==> src/hw/rtl/uqve_pkg.sv <==
// ----------------------------------------------------------------------------
// uqve_pkg
// Shared types, codes and helpers for the URL query value extractor.
// ----------------------------------------------------------------------------
package uqve_pkg;

    localparam int KEY_MAX_BYTES = 8;
    localparam int KEY_W         = 64;
    localparam int KLEN_W        = 4;
    localparam int CFG_INDEX_W   = 1;
    localparam int RUN_MAX       = 3;
    localparam int RUN_CNT_W     = 2;

    localparam logic [7:0] CH_QMARK = 8'h3F;
    localparam logic [7:0] CH_EQ    = 8'h3D;
    localparam logic [7:0] CH_AMP   = 8'h26;
    localparam logic [7:0] CH_PLUS  = 8'h2B;
    localparam logic [7:0] CH_PCT   = 8'h25;
    localparam logic [7:0] CH_SPACE = 8'h20;

    localparam logic [CFG_INDEX_W-1:0] REG_KEY_BYTES  = 1'b0;
    localparam logic [CFG_INDEX_W-1:0] REG_KEY_LENGTH = 1'b1;

    typedef enum logic [1:0] {
        KIND_BYTE     = 2'd0,
        KIND_FOUND    = 2'd1,
        KIND_NOTFOUND = 2'd2
    } kind_t;

    typedef struct packed {
        logic [7:0] query_byte;
        logic       is_last;
    } query_item_t;

    typedef struct packed {
        logic [1:0] kind;
        logic [7:0] value_byte;
        logic       last_of_run;
    } result_item_t;

    typedef struct packed {
        logic [RUN_CNT_W-1:0]              count;
        result_item_t [RUN_MAX-1:0]        items;
    } result_run_t;

    function automatic logic [3:0] hex_val(input logic [7:0] c);
        logic [3:0] v;
        v = 4'd0;
        if (c >= 8'h30 && c <= 8'h39) v = 4'(c - 8'h30);
        else if (c >= 8'h61 && c <= 8'h66) v = 4'(c - 8'h61 + 8'd10);
        else if (c >= 8'h41 && c <= 8'h46) v = 4'(c - 8'h41 + 8'd10);
        return v;
    endfunction

    function automatic result_item_t make_item(input kind_t k, input logic [7:0] b);
        result_item_t r;
        r.kind        = k;
        r.value_byte  = b;
        r.last_of_run = 1'b0;
        return r;
    endfunction

endpackage

==> src/hw/rtl/url_query_value_extract.sv <==
// ----------------------------------------------------------------------------
// url_query_value_extract
// Extracts and percent-decodes the value of one key from a URL query string.
// ----------------------------------------------------------------------------
// Usage:
//   query channel: one character per transaction, is_last on the final one.
//   result channel: decoded value bytes, then a found marker, or a single
//   not-found marker; last_of_run closes the results of one character.
//   cfg channel: index 0 writes the key characters, index 1 the key length;
//   writes are taken every cycle and apply to the characters that follow.
// Results: the parser is combinational; a character's results are written to the result queue when it is accepted.
// Throughput: one character per cycle while the eight-entry result queue
//   keeps room for a run of three; the result side drains one per cycle,
//   so characters that yield several results set the sustained rate.
// Reset: parse state returns to expecting '?', key registers clear and the
//   result queue empties.
// Stall: when the receiver holds off, results collect in the queue and
//   query_ready drops once fewer than three entries remain free.
// ----------------------------------------------------------------------------
module url_query_value_extract (
    input  logic                               clk,
    input  logic                               rst_n,
    input  logic                               query_valid,
    output logic                               query_ready,
    input  uqve_pkg::query_item_t              query,
    output logic                               result_valid,
    input  logic                               result_ready,
    output uqve_pkg::result_item_t             result,
    input  logic                               cfg_valid,
    output logic                               cfg_ready,
    input  logic [uqve_pkg::CFG_INDEX_W-1:0]   cfg_index,
    input  logic [uqve_pkg::KEY_W-1:0]         cfg_data
);
    import uqve_pkg::*;

    logic [KEY_W-1:0]  key_bytes_reg;
    logic [KLEN_W-1:0] key_length_reg;
    logic              advance;
    logic              room;
    result_run_t       run;

    assign cfg_ready   = 1'b1;
    assign query_ready = room;
    assign advance     = query_valid && query_ready;

    always_ff @(posedge clk or negedge rst_n)
    begin
        if (!rst_n)
        begin
            key_bytes_reg  <= '0;
            key_length_reg <= '0;
        end
        else if (cfg_valid && cfg_ready)
        begin
            unique case (cfg_index)
                REG_KEY_BYTES:  key_bytes_reg  <= cfg_data;
                REG_KEY_LENGTH: key_length_reg <= cfg_data[KLEN_W-1:0];
                default:        key_bytes_reg  <= key_bytes_reg;
            endcase
        end
    end

    uqve_parser u_parser (
        .clk        (clk),
        .rst_n      (rst_n),
        .advance    (advance),
        .item       (query),
        .key_bytes  (key_bytes_reg),
        .key_length (key_length_reg),
        .run        (run)
    );

    uqve_result_queue u_queue (
        .clk   (clk),
        .rst_n (rst_n),
        .push  (advance),
        .run   (run),
        .room  (room),
        .valid (result_valid),
        .ready (result_ready),
        .head  (result)
    );

endmodule

==> src/hw/rtl/uqve_parser.sv <==
// ----------------------------------------------------------------------------
// uqve_parser
// Per-byte parse state and the run of up to three results for each byte.
// ----------------------------------------------------------------------------
module uqve_parser (
    input  logic                          clk,
    input  logic                          rst_n,
    input  logic                          advance,
    input  uqve_pkg::query_item_t         item,
    input  logic [uqve_pkg::KEY_W-1:0]    key_bytes,
    input  logic [uqve_pkg::KLEN_W-1:0]   key_length,
    output uqve_pkg::result_run_t         run
);
    import uqve_pkg::*;

    typedef enum logic [2:0] {
        MODE_START,
        MODE_NAME,
        MODE_SKIP,
        MODE_VALUE,
        MODE_ESC1,
        MODE_ESC2,
        MODE_DONE
    } mode_t;

    mode_t       mode_reg, mode_next;
    logic [3:0]  count_reg, count_next;
    logic        equal_reg, equal_next;
    logic [7:0]  held_reg, held_next;

    logic [KEY_MAX_BYTES-1:0][7:0] key_arr;
    logic [KLEN_W-1:0]             klen;
    logic [7:0]                    b;
    logic                          last;
    logic [RUN_CNT_W-1:0]          n;
    result_item_t [RUN_MAX-1:0]    ent;

    assign key_arr = key_bytes;
    assign b       = item.query_byte;
    assign last    = item.is_last;
    assign klen    = (key_length > KLEN_W'(KEY_MAX_BYTES)) ? KLEN_W'(KEY_MAX_BYTES)
                                                           : key_length;

    always_comb
    begin
        mode_next  = mode_reg;
        count_next = count_reg;
        equal_next = equal_reg;
        held_next  = held_reg;
        n          = '0;
        ent        = '0;
        unique case (mode_reg)
            MODE_START:
            begin
                if (b != CH_QMARK || last)
                begin
                    ent[n] = make_item(KIND_NOTFOUND, 8'd0);
                    n = n + 1'b1;
                    mode_next = MODE_DONE;
                end
                else
                begin
                    mode_next  = MODE_NAME;
                    count_next = '0;
                    equal_next = 1'b1;
                end
            end
            MODE_NAME:
            begin
                if (b == CH_EQ)
                begin
                    if (equal_reg && count_reg == klen)
                    begin
                        mode_next = MODE_VALUE;
                        if (last)
                        begin
                            ent[n] = make_item(KIND_FOUND, 8'd0);
                            n = n + 1'b1;
                        end
                    end
                    else
                    begin
                        mode_next = MODE_SKIP;
                        if (last)
                        begin
                            ent[n] = make_item(KIND_NOTFOUND, 8'd0);
                            n = n + 1'b1;
                        end
                    end
                end
                else
                begin
                    if (count_reg >= klen)
                        equal_next = 1'b0;
                    else if (key_arr[count_reg[2:0]] != b)
                        equal_next = 1'b0;
                    if (count_reg != 4'hF)
                        count_next = count_reg + 4'd1;
                    if (last)
                    begin
                        ent[n] = make_item(KIND_NOTFOUND, 8'd0);
                        n = n + 1'b1;
                    end
                end
            end
            MODE_SKIP:
            begin
                if (b == CH_AMP)
                begin
                    mode_next  = MODE_NAME;
                    count_next = '0;
                    equal_next = 1'b1;
                end
                if (last)
                begin
                    ent[n] = make_item(KIND_NOTFOUND, 8'd0);
                    n = n + 1'b1;
                end
            end
            MODE_VALUE:
            begin
                if (b == CH_PCT && !last)
                    mode_next = MODE_ESC1;
                else
                begin
                    if (b == CH_AMP)
                    begin
                        ent[n] = make_item(KIND_FOUND, 8'd0);
                        mode_next = MODE_DONE;
                    end
                    else if (b == CH_PLUS)
                        ent[n] = make_item(KIND_BYTE, CH_SPACE);
                    else
                        ent[n] = make_item(KIND_BYTE, b);
                    n = n + 1'b1;
                    if (last && b != CH_AMP)
                    begin
                        ent[n] = make_item(KIND_FOUND, 8'd0);
                        n = n + 1'b1;
                    end
                end
            end
            MODE_ESC1:
            begin
                if (last)
                begin
                    ent[n] = make_item(KIND_BYTE, CH_PCT);
                    n = n + 1'b1;
                    mode_next = MODE_VALUE;
                    if (b == CH_AMP)
                    begin
                        ent[n] = make_item(KIND_FOUND, 8'd0);
                        mode_next = MODE_DONE;
                    end
                    else if (b == CH_PLUS)
                        ent[n] = make_item(KIND_BYTE, CH_SPACE);
                    else
                        ent[n] = make_item(KIND_BYTE, b);
                    n = n + 1'b1;
                    if (b != CH_AMP)
                    begin
                        ent[n] = make_item(KIND_FOUND, 8'd0);
                        n = n + 1'b1;
                    end
                end
                else
                begin
                    held_next = b;
                    mode_next = MODE_ESC2;
                end
            end
            MODE_ESC2:
            begin
                ent[n] = make_item(KIND_BYTE, {hex_val(held_reg), hex_val(b)});
                n = n + 1'b1;
                held_next = '0;
                mode_next = MODE_VALUE;
                if (last)
                begin
                    ent[n] = make_item(KIND_FOUND, 8'd0);
                    n = n + 1'b1;
                end
            end
            default:
            begin
                mode_next = MODE_DONE;
            end
        endcase
        if (n != '0)
            ent[n - 1'b1].last_of_run = 1'b1;
        if (last)
        begin
            mode_next  = MODE_START;
            count_next = '0;
            equal_next = 1'b1;
            held_next  = '0;
        end
        run.count = n;
        run.items = ent;
    end

    always_ff @(posedge clk or negedge rst_n)
    begin
        if (!rst_n)
        begin
            mode_reg  <= MODE_START;
            count_reg <= '0;
            equal_reg <= 1'b1;
            held_reg  <= '0;
        end
        else if (advance)
        begin
            mode_reg  <= mode_next;
            count_reg <= count_next;
            equal_reg <= equal_next;
            held_reg  <= held_next;
        end
    end

endmodule

==> src/hw/rtl/uqve_result_queue.sv <==
// ----------------------------------------------------------------------------
// uqve_result_queue
// Result queue: takes a run of up to three items per cycle while it has room, drains one.
// ----------------------------------------------------------------------------
module uqve_result_queue (
    input  logic                     clk,
    input  logic                     rst_n,
    input  logic                     push,
    input  uqve_pkg::result_run_t    run,
    output logic                     room,
    output logic                     valid,
    input  logic                     ready,
    output uqve_pkg::result_item_t   head
);
    import uqve_pkg::*;

    localparam int DEPTH   = 8;
    localparam int PTR_W   = $clog2(DEPTH);
    localparam int COUNT_W = $clog2(DEPTH + 1);

    result_item_t         mem [DEPTH];
    logic [PTR_W-1:0]     wptr_reg, wptr_next;
    logic [PTR_W-1:0]     rptr_reg, rptr_next;
    logic [COUNT_W-1:0]   count_reg, count_next;
    logic [RUN_CNT_W-1:0] n_push;
    logic                 pop;

    assign n_push = push ? run.count : '0;
    assign pop    = valid && ready;
    assign valid  = count_reg != '0;
    assign room   = count_reg <= COUNT_W'(DEPTH - RUN_MAX);
    assign head   = mem[rptr_reg];

    assign wptr_next  = wptr_reg + PTR_W'(n_push);
    assign rptr_next  = rptr_reg + PTR_W'(pop);
    assign count_next = count_reg + COUNT_W'(n_push) - COUNT_W'(pop);

    always_ff @(posedge clk)
    begin
        for (int i = 0; i < RUN_MAX; i++)
        begin
            if (RUN_CNT_W'(i) < n_push)
                mem[wptr_reg + PTR_W'(i)] <= run.items[i];
        end
    end

    always_ff @(posedge clk or negedge rst_n)
    begin
        if (!rst_n)
        begin
            wptr_reg  <= '0;
            rptr_reg  <= '0;
            count_reg <= '0;
        end
        else
        begin
            wptr_reg  <= wptr_next;
            rptr_reg  <= rptr_next;
            count_reg <= count_next;
        end
    end

endmodule

==> config.mk <==
export PLATFORM = sky130hd
export DESIGN_NAME = url_query_value_extract
export DESIGN_NICKNAME = d
export VERILOG_FILES = /design/src/hw/rtl/uqve_pkg.sv /design/src/hw/rtl/url_query_value_extract.sv /design/src/hw/rtl/uqve_parser.sv /design/src/hw/rtl/uqve_result_queue.sv
export SDC_FILE = /design/constraint.sdc
export NUM_CORES = 1
export LEC_CHECK = 0
export BUFFER_PORTS_ARGS = -buffer_cell sky130_fd_sc_hd__buf_2
export CORE_ASPECT_RATIO = 0.7
export CORE_MARGIN = 4
export CORE_UTILIZATION = 55
export CTS_CLUSTER_DIAMETER = 80
export DETAILED_ROUTE_END_ITERATION = 10
export HOLD_SLACK_MARGIN = 0.1
export PLACE_DENSITY = 0.74
export REMOVE_ABC_BUFFERS = 1
export SETUP_SLACK_MARGIN = 0.5
export SLEW_MARGIN = 20
export SYNTH_ARGS = -nofsm -noshare
export SYNTH_HDL_FRONTEND = slang
export SYNTH_SLANG_ARGS = --single-unit
export TNS_END_PERCENT = 100
==> constraint.sdc <==
create_clock -name clk -period 3.95 [get_ports clk]
set_input_delay 0 -clock clk [delete_from_list [all_inputs] [get_ports clk]]
set_output_delay 0 -clock clk [all_outputs]
set_load 0.05 [all_outputs]
# ---- Word level (Yosys, flattened, before mapping)
# Memories as Yosys holds them, arrays and structs flattened.
# Index checks and enable logic that the tools add are counted.
dict set report word_totals {
  elab_cells 162
  register_bits 94
  ram_bits 88
  memories 1
  out_inout_bits 14
}
# memory depth width rd rd_clocked_by_memory_dff wr line
set mem_list {}
lappend mem_list {u_queue.mem 8 11 1 0 3 uqve_result_queue.sv:21} ;# result_item_t mem [DEPTH];
dict set report op_classes {
  n_mux 65
  bitwise_logic 1
  n_addsub 18
  magnitude_cmp 21
  reduce_logical 26
  n_eq_ne 21
}
# operator count
set op_table {}
lappend op_table {{$mux W11} 6}
lappend op_table {{$mux W33} 2}
lappend op_table {{$pmux W11 S6} 1}
lappend op_table {{$mux W4} 12}
lappend op_table {{$bwmux W33} 1}
lappend op_table {{$pmux W11 S3} 1}
lappend op_table {{$eq A8 B6 Y1 const B} 4}
lappend op_table {{$ge A8 B7 Y1 const B} 4}
lappend op_table {{$le A8 B7 Y1 const B} 4}
lappend op_table {{$mux W10} 3}
lappend op_table {{$bmux W8 S3} 1}
lappend op_table {{$sub A4 B1 Y4 const B} 6}
lappend op_table {{$demux W11 S2} 1}
lappend op_table {{$mux W21} 1}
lappend op_table {{$mux W3} 6}
lappend op_table {{$pmux W3 S6} 1}
lappend op_table {{$mux W1} 17}
lappend op_table {{$add A4 B4 Y4 const B} 4}
lappend op_table {{$ge A8 B6 Y1 const B} 2}
lappend op_table {{$le A8 B6 Y1 const B} 2}
lappend op_table {{$mux W8} 2}
lappend op_table {{$ne A8 B6 Y1 const B} 2}
lappend op_table {{$pmux W8 S2} 1}
lappend op_table {{$logic_and A1 B1 Y1} 12}
lappend op_table {{other kinds (41)} 56}

# ---- Depth between registers and ports, before layout
dict set report depth {
  ltp_word 12
  depth_mapped 13
}

# ---- Cells and area by module
# From an unflattened synthesis, not the netlist that was laid out.
dict set report unflattened {
  cells_unflattened 1083
  area_unflattened_um2 11733.8
}
# module seq_area_each_um2 area_per_inst_um2 n_inst cells_each
set modules_own_cells {}
lappend modules_own_cells {uqve_result_queue 2892.8 6406.1 1 660}
lappend modules_own_cells {url_query_value_extract 1701.6 2867.8 1 148}
lappend modules_own_cells {uqve_parser 401.6 2459.9 1 275}

# ---- Worst setup path before layout
# OpenSTA, ideal clock, no wires.
dict set report synth_path {
  path_kind {flip-flop to flip-flop}
  startpoint {reg u_queue.count_reg[3]}
  endpoint {mem u_queue.mem[5][0] (netlist name), enable pin}
  setup_ps 394
  t_required_ps 3556
  n_path_buf 1
  arrival_time_ps 3089
  stages_incl_launch_ff 11
  period_less_slack_ps 3484
  slack_ps 466
  cell_sequence {dfrtp_1 -> inv_1 -> ha_1 -> nand2_1 -> a22oi_1 -> nand2_1 -> or3_1 -> buf_4 -> nor3_2 -> nor2_1 -> o21ai_0}
}
# element line
set synth_lines {}
lappend synth_lines {{start, declared} uqve_result_queue.sv:24} ;# logic [COUNT_W-1:0] count_reg, count_next;
lappend synth_lines {{start signal, assigned} uqve_result_queue.sv:59} ;# count_reg <= count_next;
lappend synth_lines {{end, declared} uqve_result_queue.sv:21}

==> flow_metrics.tcl <==
set metrics [dict create \
    outcome "completed" \
    grt-ovfl-total 0 \
    multiInputGateArea_um2 4590 \
    ys_warn_count 0 \
    syn_area_per_cell_um2 12.0 \
    arrival_ps 3310 \
    reg2reg_to "u_queue.mem[7][3]" \
    drt_iter0_drc 855 \
    drc 0 \
    die_h_um 120 \
    hold_viol 0 \
    die_x_um 168 \
    path_cells "and3b_1 -> o21a_1 -> o21ai_2 -> or3_1 -> nor2_1 -> buf_4 -> a311o_1" \
    drt-total-wl_um 25600 \
    nFillCells 1222 \
    ir_worst_vdd_v 0.000568 \
    synth_area_um2 9900 \
    synthTopCellsByArea "edfxtp_1 (27%), dfrtp_1 (23%), mux2_2 (10%)" \
    root_buffer "clkbuf_16" \
    slowest_delay_ps 650 \
    hpwl_um 17400 \
    fin_tns_setup_ps 0 \
    grt_pass1_vias 7287 \
    drive_above_1_share_pct 28.5 \
    fin_hold_ws_ps 171 \
    rsz0062_at_grt "false" \
    initial_utilization_pct 56.9 \
    num_rows 40 \
    drv_slew 0 \
    maxCapViolations 0 \
    yosysSeqAreaShare_pct 50.4 \
    syn_inst 824 \
    fin_ws_ps 698 \
    clk_latency_ps 430 \
    max_freq_mhz 307 \
    synthFlopType "dfrtp_1" \
    cts_setup_buffers 0 \
    relSlewSlack_pct 24.7 \
    cts_sinks 182 \
    drtPass1Iterations 6 \
    diodes 0 \
    post-route-period-util_pct 82.3 \
    htree_levels 4 \
    r2r_setup_slack_ps 700 \
    ant_nets 0 \
    ys_ff_latch 182 \
    post-place-ws_ps 676 \
    synth_largest_area_cell "edfxtp_1" \
    finalCriticalPeriod_ps 3250 \
    portBuffers 91 \
    leakage_nw 4.72 \
    coreArea_um2 17400 \
    dieArea_um2 20300 \
    reg2reg_depth 7 \
    synth_cell_types 74 \
    hp-class "in -> reg" \
    largest_register_ffs 88 \
    worstPathRequired_ps 4010 \
    async_flop_share_pct 51.6 \
    r2r_start "u_parser.mode_reg[1]" \
    worst_pin_slew_ps 1130 \
    seq_area_um2 5000 \
    avgRoutedWirePerCell_um 21.0 \
    cp_slowest_cell "dfrtp_1" \
    synth_edf_count 88 \
    fin_skew_ps 7.41 \
    startpoint_type "flip-flop" \
    grt_pass1_wl_um 41200 \
    nets 1083 \
    place_congestion 0.903 \
    endpoint "u_queue.mem[7][3]" \
    setup_violations 0 \
    area_growth_pct 20.7 \
    cts_buffers 17 \
    grt_max_degree 72 \
    clk_pin_slew_ps 70 \
    drt-vias-per-instance 5.99 \
    synth_top_area_share_pct 26.7 \
    cts_max_path_buffers 2 \
    crit_fanout 17 \
    antenna_found_initial 0 \
    num_io_pins 93 \
    num_vias 7317 \
    cp-startpoint "u_parser.mode_reg[1]" \
    worstSetupPathType "reg -> reg" \
    endpoint_kind "flip-flop" \
    grtUsageTotal_pct 26.3 \
    cts_tree "done" \
    power_density_nw_per_um2 605 \
]
==> metrics by stage <==
| step | power [mW] | instance area, µm² | instances | utilization, % |
|---|---|---|---|---|
| 2_1_floorplan | 4.65 | 9660 | 772 | - |
| 4_1_cts | 7.23 | 11900 | 1222 | 68.6 |
| 3_5_place_dp | 5.42 | 10600 | 1113 | 60.7 |
| 3_3_place_gp | 5.36 | 10600 | 1113 | 60.7 |
| 6_report | 7.23 | 12000 | 1222 | 68.6 |
| 5_1_grt | 7.62 | 12000 | 1222 | 68.6 |
==> power breakdown <==
group | switching [mW] | leakage (nW) | internal, mW
clock network | 0.745 | 0.301 | 1.00
logic | 1.57 | 2.48 | 1.11
registers | 0.402 | 1.94 | 2.39
total | 2.72 | 4.72 | 4.51
==> layer usage <==
| metal | wire length (µm) | share of wire [%] | GRT usage, % |
|---|---|---|---|
| met1 | 11200 | 44 | 39.9 |
| met3 | 2400 | 9.4 | 6.34 |
| met2 | 11700 | 46 | 38.7 |
| met5 | 0 | 0 | 0 |
| met4 | 294 | 1.1 | 5.58 |
==> cell families after synthesis <==
kind of cell,count (synthesis),share of synthesized area (%)
AOI/OAI and AO/OA,152,10.2
xor gates and xnor gates,17,1.50
adders and majority gates,26,3.44
buffers and inverters,79,3.44
DFF,182,50.4
muxes,158,20.6
other,1,0.0379
and+or+nand+nor,209,10.2
==> worst min-delay path by stage <==
| stage | startpoint | end | slack [ps] | cells past startpoint |
|---|---|---|---|---|
| final | query[0] | u_parser.mode_reg[1] | 170 | 3 |
| after global placement | rst_n | key_bytes_reg[56] | 180 | 1 |
| after detailed placement | rst_n | key_bytes_reg[56] | 170 | 1 |
| after CTS | query[0] | u_parser.mode_reg[1] | 150 | 3 |
| after floorplan | rst_n | key_bytes_reg[0] | -300 | 0 |
| after global routing | query[0] | u_parser.mode_reg[1] | 170 | 3 |
==> synthesized netlist by cell type (5+ instances only) <==
cell type,count
o22ai_1,5
a21oi_1,54
inv_1,27
xnor2_1,13
buf_2,14
a211oi_1,20
nand2_1,67
clkbuf_1,27
a221oi_1,6
a311o_1,5
buf_4,5
nor2_1,60
mux4_2,28
nand2b_1,7
dfrtp_1,93
nor3_1,9
mux2_2,90
edfxtp_1,88
mux2i_1,40
nor2b_1,8
ha_1,24
or2_2,5
o21ai_0,22
buf_1,5
nand3_1,16
==> critical path, delay by kind of cell, from the launching register on <==
kind	cells	cell delay, ps
buffers and inverters	1	230
flip-flops	1	650
AND/OR/NAND/NOR	3	1100
AO/OA/AOI/OAI	3	890
==> area by class of cell <==
| cell class | count | share of cell area (%) |
|---|---|---|
| well taps | 231 | 2.42 |
| repair buffers | 187 | 11.5 |
| flip-flops and latches | 182 | 41.8 |
| inverters | 27 | 0.848 |
| multi-input cells | 563 | 38.4 |
| clock inverters | 11 | 1.11 |
| clock buffers | 21 | 3.95 |
==> cells in the final DEF, fill, tap and decap left out, types with 5 or more instances in the layout <==
master         count
nand3_1           16
buf_4             20
inv_1             27
mux4_2            28
o22ai_1            5
nor2b_1            7
dlygate4sd3_1     77
buf_2             90
ha_1              24
dfrtp_1           92
nand2_1           67
edfxtp_1          88
a21oi_1           54
mux2i_1           40
clkbuf_16         18
nor3_1             8
a221oi_1           6
o21ai_0           21
nand2b_1           7
mux2_2            90
nor2_1            60
or2_2              5
a211oi_1          20
xnor2_1           13
==> what timing repair did <==
action | in CTS | in global routing
resized for setup | 0 | 2
endpoints found under the setup margin | 0 | 66
hold endpoints to repair | 147 | 0
hold buffers | 77 | 0
Note: power is estimated with default switching activity, not from simulation.
